**config.mk**
```make
export PLATFORM = sky130hd
export DESIGN_NAME = binary_tree_array_traversal
export DESIGN_NICKNAME = d
export VERILOG_FILES = /design/src/design/bta_pkg.sv /design/src/design/bta_datapath.sv /design/src/design/bta_ctrl.sv /design/src/design/binary_tree_array_traversal.sv
export SDC_FILE = /design/constraint.sdc
export NUM_CORES = 2
export LEC_CHECK = 0
export BUFFER_PORTS_ARGS = -buffer_cell sky130_fd_sc_hd__buf_2
export CAP_MARGIN = 25
export CORE_MARGIN = 8
export CORE_UTILIZATION = 60
export DETAILED_ROUTE_END_ITERATION = 16
export PLACE_DENSITY = 0.73
export SLEW_MARGIN = 0
export SYNTH_ARGS = -nofsm -noshare
export SYNTH_HDL_FRONTEND = slang
export SYNTH_SLANG_ARGS = --single-unit
```
**constraint.sdc**
```tcl
create_clock -name clk -period 5.8 [get_ports clk]
set_clock_uncertainty 0.15 [all_clocks]
set_input_delay 1.16 -clock clk [delete_from_list [all_inputs] [get_ports clk]]
set_output_delay 1.16 -clock clk [all_outputs]
set_load 0.02 [all_outputs]
```
**src/design/bta_pkg.sv**
```systemverilog
// Shared types, constants and codes for the binary tree array traversal block.
// No dependencies; imported by every module of the block.
package bta_pkg;

	localparam int NODE_SLOTS  = 64;
	localparam int IDX_BITS    = $clog2(NODE_SLOTS);
	localparam int CHILD_BITS  = IDX_BITS + 1;
	localparam int VALUE_BITS  = 16;
	localparam int MAX_VISITS  = 63;
	localparam int COUNT_BITS  = 6;
	// one stack entry per tree level
	localparam int STACK_SLOTS = IDX_BITS;
	localparam int TOP_BITS    = $clog2(STACK_SLOTS);
	localparam int DEPTH_BITS  = $clog2(STACK_SLOTS + 1);

	localparam int ADDR_BITS = 3;
	localparam int DATA_BITS = 32;

	// action codes
	localparam logic [1:0] ACT_CLEAR = 2'd0;
	localparam logic [1:0] ACT_WRITE = 2'd1;
	localparam logic [1:0] ACT_WALK  = 2'd2;

	// traversal_order codes
	localparam logic [1:0] ORDER_PRE  = 2'd0;
	localparam logic [1:0] ORDER_IN   = 2'd1;
	localparam logic [1:0] ORDER_POST = 2'd2;

	// per-entry walk phase: before left child, between children, after right child
	localparam logic [1:0] PH_PRE  = 2'd0;
	localparam logic [1:0] PH_MID  = 2'd1;
	localparam logic [1:0] PH_POST = 2'd2;

	// register indexes
	localparam logic REG_ORDER = 1'b0;

	typedef struct packed {
		logic [1:0]                   action;
		logic [IDX_BITS-1:0]          node_index;
		logic signed [VALUE_BITS-1:0] node_value;
		logic                         node_valid;
	} in_item_t;

	typedef struct packed {
		logic signed [VALUE_BITS-1:0] visit_value;
		logic [IDX_BITS-1:0]          visit_index;
		logic                         last;
		logic                         empty_walk;
	} out_item_t;

	typedef struct packed {
		logic clear_all;
		logic write_node;
		logic start_walk;
		logic empty_walk;
		logic do_step;
		logic flush;
	} dp_cmd_t;

	typedef struct packed {
		logic root_ok;
		logic emit_hit;
		logic pop_last;
		logic cap_hit;
		logic pend_valid;
		logic out_free;
	} dp_status_t;

endpackage

```
**src/design/bta_datapath.sv**
```systemverilog
// Datapath: node value memory, present bits, walk stack, result holding stage.
// Depends on bta_pkg; driven by bta_ctrl.
module bta_datapath (
	input  logic               clk,
	input  logic               arst_n,
	input  bta_pkg::in_item_t  in_data,
	input  logic [1:0]         order,
	input  bta_pkg::dp_cmd_t   cmd,
	output bta_pkg::dp_status_t status,
	output logic               out_valid,
	input  logic               out_ready,
	output bta_pkg::out_item_t out_data
);
	import bta_pkg::*;

	logic [VALUE_BITS-1:0] mem [NODE_SLOTS];
	logic [VALUE_BITS-1:0] rdata_q;
	logic [NODE_SLOTS-1:0] present_q;

	logic [IDX_BITS-1:0]   stk_idx_q [STACK_SLOTS];
	logic [1:0]            stk_ph_q  [STACK_SLOTS];
	logic [VALUE_BITS-1:0] stk_val_q [STACK_SLOTS];
	logic [DEPTH_BITS-1:0] depth_q;
	logic                  fresh_q;
	logic [COUNT_BITS-1:0] count_q;

	out_item_t pend_q;
	logic      pend_valid_q;
	out_item_t out_q;
	logic      out_valid_q;

	logic [DEPTH_BITS-1:0] top_full;
	logic [TOP_BITS-1:0]   top;
	logic [TOP_BITS-1:0]   push_slot;
	logic [IDX_BITS-1:0]   cur_idx;
	logic [1:0]            cur_ph;
	logic [VALUE_BITS-1:0] cur_val;
	logic [CHILD_BITS-1:0] child;
	logic                  child_ok;
	logic [1:0]            emit_phase;
	logic                  emit_hit;
	logic                  push;
	logic                  rd_en;
	logic [IDX_BITS-1:0]   rd_addr;
	logic                  out_load;

	always_comb begin
		unique case (order)
			ORDER_IN:   emit_phase = PH_MID;
			ORDER_POST: emit_phase = PH_POST;
			default:    emit_phase = PH_PRE;
		endcase
	end

	assign top_full  = depth_q - DEPTH_BITS'(1);
	assign top       = top_full[TOP_BITS-1:0];
	assign push_slot = depth_q[TOP_BITS-1:0];
	assign cur_idx   = stk_idx_q[top];
	assign cur_ph    = stk_ph_q[top];
	// a node just pushed has its value only in the read register until its first step
	assign cur_val   = fresh_q ? rdata_q : stk_val_q[top];
	assign child     = {cur_idx, cur_ph[0]};
	assign child_ok  = (cur_ph != PH_POST) && (child < CHILD_BITS'(NODE_SLOTS))
		&& present_q[child[IDX_BITS-1:0]];
	assign emit_hit  = (cur_ph == emit_phase);
	assign push      = cmd.do_step && child_ok;

	assign rd_en   = cmd.start_walk || push;
	assign rd_addr = cmd.start_walk ? in_data.node_index : child[IDX_BITS-1:0];

	assign out_load = (cmd.do_step && emit_hit && pend_valid_q) || cmd.flush;

	assign status.root_ok    = (in_data.node_index != '0) && present_q[in_data.node_index];
	assign status.emit_hit   = emit_hit;
	assign status.pop_last   = (cur_ph == PH_POST) && (depth_q == DEPTH_BITS'(1));
	assign status.cap_hit    = (count_q == COUNT_BITS'(MAX_VISITS - 1));
	assign status.pend_valid = pend_valid_q;
	assign status.out_free   = !out_valid_q || out_ready;

	assign out_valid = out_valid_q;
	assign out_data  = out_q;

	// node value memory, one write and one registered read port
	always_ff @(posedge clk) begin
		if (cmd.write_node && in_data.node_valid) begin
			mem[in_data.node_index] <= in_data.node_value;
		end
		if (rd_en) begin
			rdata_q <= mem[rd_addr];
		end
	end

	always_ff @(posedge clk or negedge arst_n) begin
		if (!arst_n) begin
			present_q <= '0;
		end else if (cmd.clear_all) begin
			present_q <= '0;
		end else if (cmd.write_node) begin
			present_q[in_data.node_index] <= in_data.node_valid;
		end
	end

	// stack payload
	always_ff @(posedge clk) begin
		if (cmd.start_walk) begin
			stk_idx_q[0] <= in_data.node_index;
			stk_ph_q[0]  <= PH_PRE;
		end else if (cmd.do_step) begin
			if (fresh_q) begin
				stk_val_q[top] <= rdata_q;
			end
			if (cur_ph != PH_POST) begin
				stk_ph_q[top] <= cur_ph + 2'd1;
			end
			if (push) begin
				stk_idx_q[push_slot] <= child[IDX_BITS-1:0];
				stk_ph_q[push_slot]  <= PH_PRE;
			end
		end
	end

	always_ff @(posedge clk or negedge arst_n) begin
		if (!arst_n) begin
			depth_q <= '0;
			fresh_q <= 1'b0;
			count_q <= '0;
		end else if (cmd.start_walk) begin
			depth_q <= DEPTH_BITS'(1);
			fresh_q <= 1'b1;
			count_q <= '0;
		end else if (cmd.do_step) begin
			fresh_q <= push;
			if (emit_hit) begin
				count_q <= count_q + COUNT_BITS'(1);
			end
			if (cur_ph == PH_POST) begin
				depth_q <= depth_q - DEPTH_BITS'(1);
			end else if (push) begin
				depth_q <= depth_q + DEPTH_BITS'(1);
			end
		end else if (cmd.flush) begin
			depth_q <= '0;
			fresh_q <= 1'b0;
		end
	end

	// holding stage: a visit waits here until the next one proves it was not the last
	always_ff @(posedge clk) begin
		if (cmd.empty_walk) begin
			pend_q <= '{visit_value: '0, visit_index: '0, last: 1'b1, empty_walk: 1'b1};
		end else if (cmd.do_step && emit_hit) begin
			pend_q <= '{visit_value: cur_val, visit_index: cur_idx, last: 1'b0,
				empty_walk: 1'b0};
		end
		if (out_load) begin
			// a flush marks the held visit as the final one of its walk
			out_q <= '{visit_value: pend_q.visit_value, visit_index: pend_q.visit_index,
				last: pend_q.last || cmd.flush, empty_walk: pend_q.empty_walk};
		end
	end

	always_ff @(posedge clk or negedge arst_n) begin
		if (!arst_n) begin
			pend_valid_q <= 1'b0;
			out_valid_q  <= 1'b0;
		end else begin
			if (cmd.empty_walk || (cmd.do_step && emit_hit)) begin
				pend_valid_q <= 1'b1;
			end else if (cmd.flush) begin
				pend_valid_q <= 1'b0;
			end
			if (out_load) begin
				out_valid_q <= 1'b1;
			end else if (out_ready) begin
				out_valid_q <= 1'b0;
			end
		end
	end

endmodule

```
**src/design/bta_ctrl.sv**
```systemverilog
// Controller state machine: decodes actions, sequences walk steps and final flush.
// Depends on bta_pkg; commands bta_datapath.
module bta_ctrl (
	input  logic                clk,
	input  logic                arst_n,
	input  logic                in_valid,
	output logic                in_ready,
	input  logic [1:0]          action,
	input  bta_pkg::dp_status_t status,
	output bta_pkg::dp_cmd_t    cmd
);
	import bta_pkg::*;

	localparam logic [1:0] ST_IDLE  = 2'd0;
	localparam logic [1:0] ST_STEP  = 2'd1;
	localparam logic [1:0] ST_FLUSH = 2'd2;

	logic [1:0] state_q;
	logic [1:0] state_d;
	logic       accept;
	logic       stall;

	assign in_ready = (state_q == ST_IDLE);
	assign accept   = in_valid && in_ready;
	// a new visit must push the held one out, which needs the output free
	assign stall    = status.emit_hit && status.pend_valid && !status.out_free;

	always_comb begin
		cmd     = '0;
		state_d = state_q;
		unique case (state_q)
			ST_IDLE: begin
				if (accept) begin
					unique case (action)
						ACT_CLEAR: cmd.clear_all = 1'b1;
						ACT_WRITE: cmd.write_node = 1'b1;
						ACT_WALK: begin
							if (status.root_ok) begin
								cmd.start_walk = 1'b1;
								state_d        = ST_STEP;
							end else begin
								cmd.empty_walk = 1'b1;
								state_d        = ST_FLUSH;
							end
						end
						default: ;
					endcase
				end
			end
			ST_STEP: begin
				if (!stall) begin
					cmd.do_step = 1'b1;
					if (status.pop_last || (status.emit_hit && status.cap_hit)) begin
						state_d = ST_FLUSH;
					end
				end
			end
			ST_FLUSH: begin
				if (status.out_free) begin
					cmd.flush = 1'b1;
					state_d   = ST_IDLE;
				end
			end
			default: state_d = ST_IDLE;
		endcase
	end

	always_ff @(posedge clk or negedge arst_n) begin
		if (!arst_n) begin
			state_q <= ST_IDLE;
		end else begin
			state_q <= state_d;
		end
	end

endmodule

```
**src/design/binary_tree_array_traversal.sv**
```systemverilog
// Top level of the binary tree array traversal block: APB register, controller, datapath.
// Depends on bta_pkg, bta_ctrl and bta_datapath.
//
// Usage:
//   Input channel (in_valid/in_ready/in_data) takes one transaction per action:
//   clear all nodes, write one node (value plus present flag), or walk from a root.
//   Output channel (out_valid/out_ready/out_data) returns one transaction per
//   visited node, in the order set by the traversal_order register (APB, address 0).
//   The final transaction of a walk has last set; an empty walk (root 0 or root
//   not present) returns a single transaction with last and empty_walk set.
// Sequencing:
//   Clear and write are done in the cycle they are accepted and leave the block
//   ready for the next transaction. A walk makes one stack step per cycle
//   while the output does not stall it, three steps per visited node. Results
//   trail the walk by one visit, held until the next visit shows they are not
//   the last one. An empty walk goes straight to the final flush.
// Reset:
//   arst_n clears every present bit, the walk stack depth and the output stage; node
//   values stay undefined until written. traversal_order resets to preorder.
// Stall:
//   While out_ready is low the walk runs on until the holding stage and output
//   register are both full, then pauses; nothing is dropped.
module binary_tree_array_traversal (
	input  logic                            clk,
	input  logic                            arst_n,
	input  logic                            in_valid,
	output logic                            in_ready,
	input  bta_pkg::in_item_t               in_data,
	output logic                            out_valid,
	input  logic                            out_ready,
	output bta_pkg::out_item_t              out_data,
	input  logic                            psel,
	input  logic                            penable,
	input  logic                            pwrite,
	input  logic [bta_pkg::ADDR_BITS-1:0]   paddr,
	input  logic [bta_pkg::DATA_BITS-1:0]   pwdata,
	output logic [bta_pkg::DATA_BITS-1:0]   prdata,
	output logic                            pready
);
	import bta_pkg::*;

	logic       order_wr;
	logic [1:0] order_q;
	dp_cmd_t    cmd;
	dp_status_t status;

	// register index is the word address; the low two byte-address bits are ignored
	assign pready   = 1'b1;
	assign order_wr = psel && penable && pwrite && pready && (paddr[2] == REG_ORDER);
	assign prdata   = (paddr[2] == REG_ORDER) ? {{(DATA_BITS-2){1'b0}}, order_q} : '0;

	always_ff @(posedge clk or negedge arst_n) begin
		if (!arst_n) begin
			order_q <= ORDER_PRE;
		end else if (order_wr) begin
			order_q <= pwdata[1:0];
		end
	end

	bta_ctrl u_ctrl (
		.clk      (clk),
		.arst_n   (arst_n),
		.in_valid (in_valid),
		.in_ready (in_ready),
		.action   (in_data.action),
		.status   (status),
		.cmd      (cmd)
	);

	bta_datapath u_datapath (
		.clk       (clk),
		.arst_n    (arst_n),
		.in_data   (in_data),
		.order     (order_q),
		.cmd       (cmd),
		.status    (status),
		.out_valid (out_valid),
		.out_ready (out_ready),
		.out_data  (out_data)
	);

endmodule
```
# --- Word-level counts from Yosys, hierarchy flattened ---
# Memory sizes are Yosys's and may differ from the RTL's. A register that Yosys moved wholly into a read port is not among the register bits.
# Index checks and enable logic that the tools add are counted.
op_classes:
  mux: 66
  eq_ne: 17
  n_reduce_logical: 38
  bitwise: 1
  n_addsub: 4
  n_shift: 0
  n_div: 0
  n_lt_le_gt_ge: 4
  multipliers: 0
op_table:
  columns: ["operator", "n"]
  rows:
  - ["$mux W64", 2]
  - ["$bwmux W64", 1]
  - ["$mux W1", 35]
  - ["$mux W6", 5]
  - ["$mux W3", 7]
  - ["$mux W2", 9]
  - ["$logic_and A1 B1 Y1", 16]
  - ["$lt A6 B7 Y1 const B", 2]
  - ["$bmux W1 S6", 2]
  - ["$reduce_bool A2 Y1", 5]
  - ["$eq A2 B2 Y1 const B", 4]
  - ["$mux W4", 2]
  - ["$ne A2 B2 Y1 const B", 4]
  - ["$lt A7 B7 Y1 const B", 1]
  - ["$add A6 B1 Y6 const B", 1]
  - ["$demux W1 S6", 1]
  - ["$eq A2 B1 Y1 const B", 3]
  - ["$eq A6 B6 Y1 const B", 1]
  - ["$ge A6 B1 Y1 const B", 1]
  - ["$logic_or A1 B1 Y1", 6]
  - ["$pmux W2 S3", 1]
  - ["$reduce_bool A6 Y1", 1]
  - ["$reduce_or A6 Y1", 1]
  - ["$reduce_and A5 Y1", 1]
  - ["14 further kinds", 18]
word_totals:
  latch_bits: 0
  output_inout_bits: 59
  ramBits: 1168
  register_bits: 111
  input_bits: 67
  mem_count: 4
  mem_bits_ro: 0
mem_list:
  columns: ["memory", "words", "word_bits", "read_ports", "rd_clocked_by_memory_dff", "wr", "line_no", "rtl"]
  rows:
  - ["u_datapath.mem", 64, 16, 1, 1, 1, "bta_datapath.sv:16", "logic [VALUE_BITS-1:0] mem [NODE_SLOTS];"]
  - ["u_datapath.stk_val_q", 6, 16, 1, 1, 1, "bta_datapath.sv:22", "logic [VALUE_BITS-1:0] stk_val_q [STACK_SLOTS];"]
  - ["u_datapath.stk_idx_q", 6, 6, 1, 0, 1, "bta_datapath.sv:20", "logic [IDX_BITS-1:0] stk_idx_q [STACK_SLOTS];"]
  - ["u_datapath.stk_ph_q", 6, 2, 1, 0, 2, "bta_datapath.sv:21", "logic [1:0] stk_ph_q [STACK_SLOTS];"]

# --- Logic depth before layout (Yosys ltp) ---
logic_depth:
  depth_word: 14
  ltp_mapped: 18
  depth_no_buf: 13

# --- Modules after synthesis ---
# A second synthesis with hierarchy kept.
unflattened:
  hier_cells: 3007
  hier_area_um2: 52706.8
modules_own_cells:
  columns: ["mod", "area_each_um2", "instances", "cells_each"]
  rows:
  - ["bta_datapath", 52172.5, 1, 2948]
  - ["binary_tree_array_traversal", 361.6, 1, 40]
  - ["bta_ctrl", 172.7, 1, 19]

# --- Least setup slack after synthesis ---
# No wires, ideal clock.
synth_path:
  kind: "register -> register"
  start: "reg u_datapath.depth_q[0]"
  end: "mem u_datapath.stk_val_q[2][0], enable pin"
  slack_ps: 751
  required_ps: 5241
  setup_ps: 409
  arrival_time_ps: 4490
  path_stages_with_launch: 14
  path_cell_list: "dfrtp_1 buf_2 inv_2 ha_1 buf_6 mux2_1 mux4_2 xor2_1 a211o_1 a41oi_1 clkbuf_1 nand2_1 clkbuf_1 nor3_1"
synth_via:
  elab_chain_cells: 10
synth_lines:
  columns: ["item", "line_no", "rtl"]
  rows:
  - ["from (decl)", "bta_datapath.sv:23", "logic [DEPTH_BITS-1:0] depth_q;"]
  - ["from (signal assigned)", "bta_datapath.sv:137", "depth_q <= depth_q - DEPTH_BITS'(1);"]
  - ["from (signal assigned)", "bta_datapath.sv:139", "depth_q <= depth_q + DEPTH_BITS'(1);"]
  - ["$sub A3 B1 Y3 *", "bta_datapath.sv:55", "assign top_full = depth_q - DEPTH_BITS'(1);"]
  - ["$mem_v2 Z6 W2", null, null]
  - ["$eq A2 B2 Y1", "bta_datapath.sv:65", "assign emit_hit = (cur_ph == emit_phase);"]
  - ["$logic_and A1 B1 Y1 (2 in series)", "bta_ctrl.sv:26", "assign stall = status.emit_hit && status.pend_valid && !status.out_free;"]
  - ["$mux W1", "bta_ctrl.sv:51", "if (!stall) begin"]
  - ["$mux W1", "bta_ctrl.sv:31", "unique case (state_q)"]
  - ["$mux W1", "bta_datapath.sv:108", "end else if (cmd.do_step) begin"]
  - ["$mux W1", "bta_datapath.sv:105", "if (cmd.start_walk) begin"]
  - ["$mux W1 (not written as such)", "bta_datapath.sv:110", "stk_val_q[top] <= rdata_q;"]
  - ["to (decl)", "bta_datapath.sv:22", null]
# Mark *: on every way between the ends. The rest lies on a longest branch, timed or not.

# --- Worst setup path in the final report ---
layout_path:
  start: "in in_data[19] (netlist name)"
  end: "reg u_datapath.rdata_q[12], read port of u_datapath.mem (data pin)"
layout_via:
  elab_chain_cells: 8
  elab_cells_between_ends: 10
  classes_between: "mux: 7; reduce/logical: 3"
layout_lines:
  columns: ["item", "line_no", "rtl"]
  rows:
  - ["from (decl)", "binary_tree_array_traversal.sv:28", "input bta_pkg::in_item_t in_data,"]
  - ["$bmux W1 S6", "bta_datapath.sv:73", "assign status.root_ok = (in_data.node_index != '0) && present_q[in_data.node_index];"]
  - ["$mux W1 (not written as such)", "bta_datapath.sv:73", null]
  - ["$logic_and A1 B1 Y1", "bta_datapath.sv:73", null]
  - ["$mux W1", "bta_ctrl.sv:38", "if (status.root_ok) begin"]
  - ["$mux W2", "bta_ctrl.sv:34", "unique case (action)"]
  - ["$mux W4", "bta_ctrl.sv:33", "if (accept) begin"]
  - ["$mux W4", "bta_ctrl.sv:31", null]
  - ["$mux W6 / $logic_or A1 B1 Y1 (equally long branches)", "bta_datapath.sv:69, bta_datapath.sv:68", null]
  - ["to (decl)", "bta_datapath.sv:17", "logic [VALUE_BITS-1:0] rdata_q;"]
# Several ways; a longest one is shown, not always the timed one. The select of a mux whose other input is x is not followed.
# A chain may end at the register's enable or synchronous reset.

==> flow_summary.toml <==
[worst_setup_path]
rrSetupSlack_ns = 0.66
endpoint_kind = "flop"
r2r_cells = 14
arrival_ns = 5.54
critPathLaunchType = "input pin"
path_class = "in -> reg"
required_ns = 6.18
r2r_start = "u_datapath.depth_q[0]$_DFFE_PN0P_"
crit_fanout = 20
crit_start = "in_data[19]"

[sta]
rsz0062_at_grt = "false"
setup_violations = 0
setup_tns_ns = 0
slew_headroom_pct = 29.0
period_needed_ns = 5.16
period_share_pct = 89.0
setup_slack_ns = 0.640
hold_slack_ns = 0.224
worst_pin_slew_ns = 1.06
fmax_mhz = 194
hold_viol = 0
slew_viol_final = 0

[yosys]
synth_cell_types = 84
synth_ff_type = "edfxtp_1"
yosysWarnings = 0
syn-cell-area_um2 = 54000
avgSynthCellArea_um2 = 13.2
synth_cells = 4095
ys_ff_latch = 1311
async_flop_share_pct = 6.10
seq_area_frac_synth_pct = 71.5
synth_enable_flop_cells = 1196

[finish]
post-route-cell-area_um2 = 61400
instances_no_fill = 5593
final_common_cell = "edfxtp_1"
drive_gt1_share_pct = 13.7
nNetsFinal = 4383
layout_common_cells = "1,196 x edfxtp_1, 805 x nand2_1, 532 x nand3_1"
final_core_util_pct = 68.6
syn2layout_area_growth_pct = 13.7

[min_path]
hp-class = "in -> async"

[place]
io_buffers = 62
hpwl_um = 86900
dp_slack_ns = 0.0909
place.gp.congestion = 0.926
dp.cells = 5350
post_dp_cell_area_um2 = 57200

[clock_network]
cts.path.max_buffers = 3
postCtsHoldBufs = 0
ctsHtreeMaxLevel = 4
root_buffer = "clkbuf_16"
cts.sinks = 1311
insertion_delay_ns = 0.74
post_cts_buffers = 0
cts_buffers = 133
clk_pin_slew_ns = 0.06
cts_tree = "built"
cts_resized = 0

[global_routing]
grt_pass1_vias = 34100
grt_remaining_overflow = 0
grt_max_degree = 72
grt_use_total_pct = 28.6
antenna_found_initial = 2
grt_pass1_wl_um = 214000

[detailed_routing]
drc = 0
drtIter0Drc = 4881
avgRoutedWirePerCell_um = 25.8
drtAntennaViolNets = 0
viasPerCell = 6.40
vias = 35800
drt_first_pass_iters = 5
routed_wl_um = 144000

[pwr]
vdd_ir_drop_max_mv = 0.366
pwr_density_cell_nw_per_um2 = 378
leakage_nw = 22.1
power.total_mw = 23.2

[floorplanning]
rows = 110
dieArea_um2 = 99900
initial_utilization_pct = 60.3
die_x_um = 316
dieHeight_um = 316
core_um2 = 89600
ioPinCount = 126

[run_status]
outcome = "finished, final reports clean"

[job]
max_cap_viol_count = 0
per-layer routing:
metal | vias up | share of wire [%] | GRT usage [%]
met2 | 2175 | 47 | 45.1
met3 | 354 | 11 | 4.97
li1 | 15700 | - | -
met5 | - | 0.0076 | 0
met4 | 2 | 4.7 | 13.2
met1 | 17500 | 38 | 39.1
synth_stat cells (43+ instances only):
cell	instances	area [um^2]
nand4_1	60	375
nand3_1	533	2670
buf_4	43	323
edfxtp_1	1196	35900
a32oi_1	48	420
a21oi_1	107	536
clkbuf_1	134	503
o21ai_0	162	811
mux2i_1	232	2320
nand2_1	805	3020
a31oi_1	62	388
dfrtp_1	80	2000
nor2_1	131	492
buf_2	95	475
critical path, stage by stage:
cell and delay [ns]:
buf_2 0.44, buf_4 0.26, mux2i_1 0.21, o22ai_1 0.10, o21ai_1 0.27, o211ai_2 0.26
or4_1 0.82, nand3_1 0.36, nand2_2 0.34, nor2_1 0.24, buf_4 0.26, nand3_1 0.12
nand3_1 0.30, a32o_1 0.35
report_power, final:
| part | switching [mW] | internal, mW |
|---|---|---|
| clock network | 3.51 | 4.78 |
| registers | 0.0819 | 10.5 |
| logic | 2.91 | 1.43 |
kinds of logic (layout without fill, tap and decap cells):
kind of cell | Yosys count | in the layout | synth area share, %
buffers and inverters | 337 | 628 | 2.93
flip-flops | 1311 | 1311 | 71.5
multiplexers | 262 | 262 | 5.24
adder cells (fa/ha/maj) | 6 | 6 | 0.139
XOR/XNOR | 9 | 9 | 0.160
AO/OA/AOI/OAI | 556 | 556 | 6.80
other | 2 | 33 | 0.0139
AND/OR/NAND/NOR | 1612 | 1612 | 13.2
state kept, by name, indices dropped and copies added, names as in the netlist:
signal,flops
u_datapath.out_valid,1
u_datapath.present_q,64
u_datapath.mem,1024
u_datapath.pend_q,23
u_datapath.fresh_q,1
u_datapath.depth_q,3
u_datapath.pend_valid_q,1
u_datapath.stk_idx_q,36
u_datapath.out_data,24
u_datapath.rdata_q,16
u_datapath.stk_val_q,96
u_ctrl.state_q,2
u_datapath.count_q,6
u_datapath.stk_ph_q,12
order_q,2
final cells by class:
cell class / instances / area, um^2
flip-flops and latches: 1311 / 38600
fillers: 6020 / 28200
multi-input cells: 2476 / 14100
clock buffers: 177 / 3720
repair buffers: 346 / 2870
well taps: 1176 / 1470
clock inverters: 63 / 497
inverters: 42 / 158
diodes: 2 / 5.00
path summary, 6_finish.rpt:
path	endpoint
hold reg to reg	u_datapath.out_data[2]$_DFFE_PP_
setup / recovery	u_datapath.rdata_q[12]$_DFFE_PP_
setup reg to reg	u_datapath.rdata_q[12]$_DFFE_PP_
hold / removal	u_datapath.present_q[43]$_DFFE_PN0P_
min in group clk	u_datapath.out_data[2]$_DFFE_PP_
max in group asynchronous	u_datapath.depth_q[0]$_DFFE_PN0P_
Power figures use the tool's default switching activity.
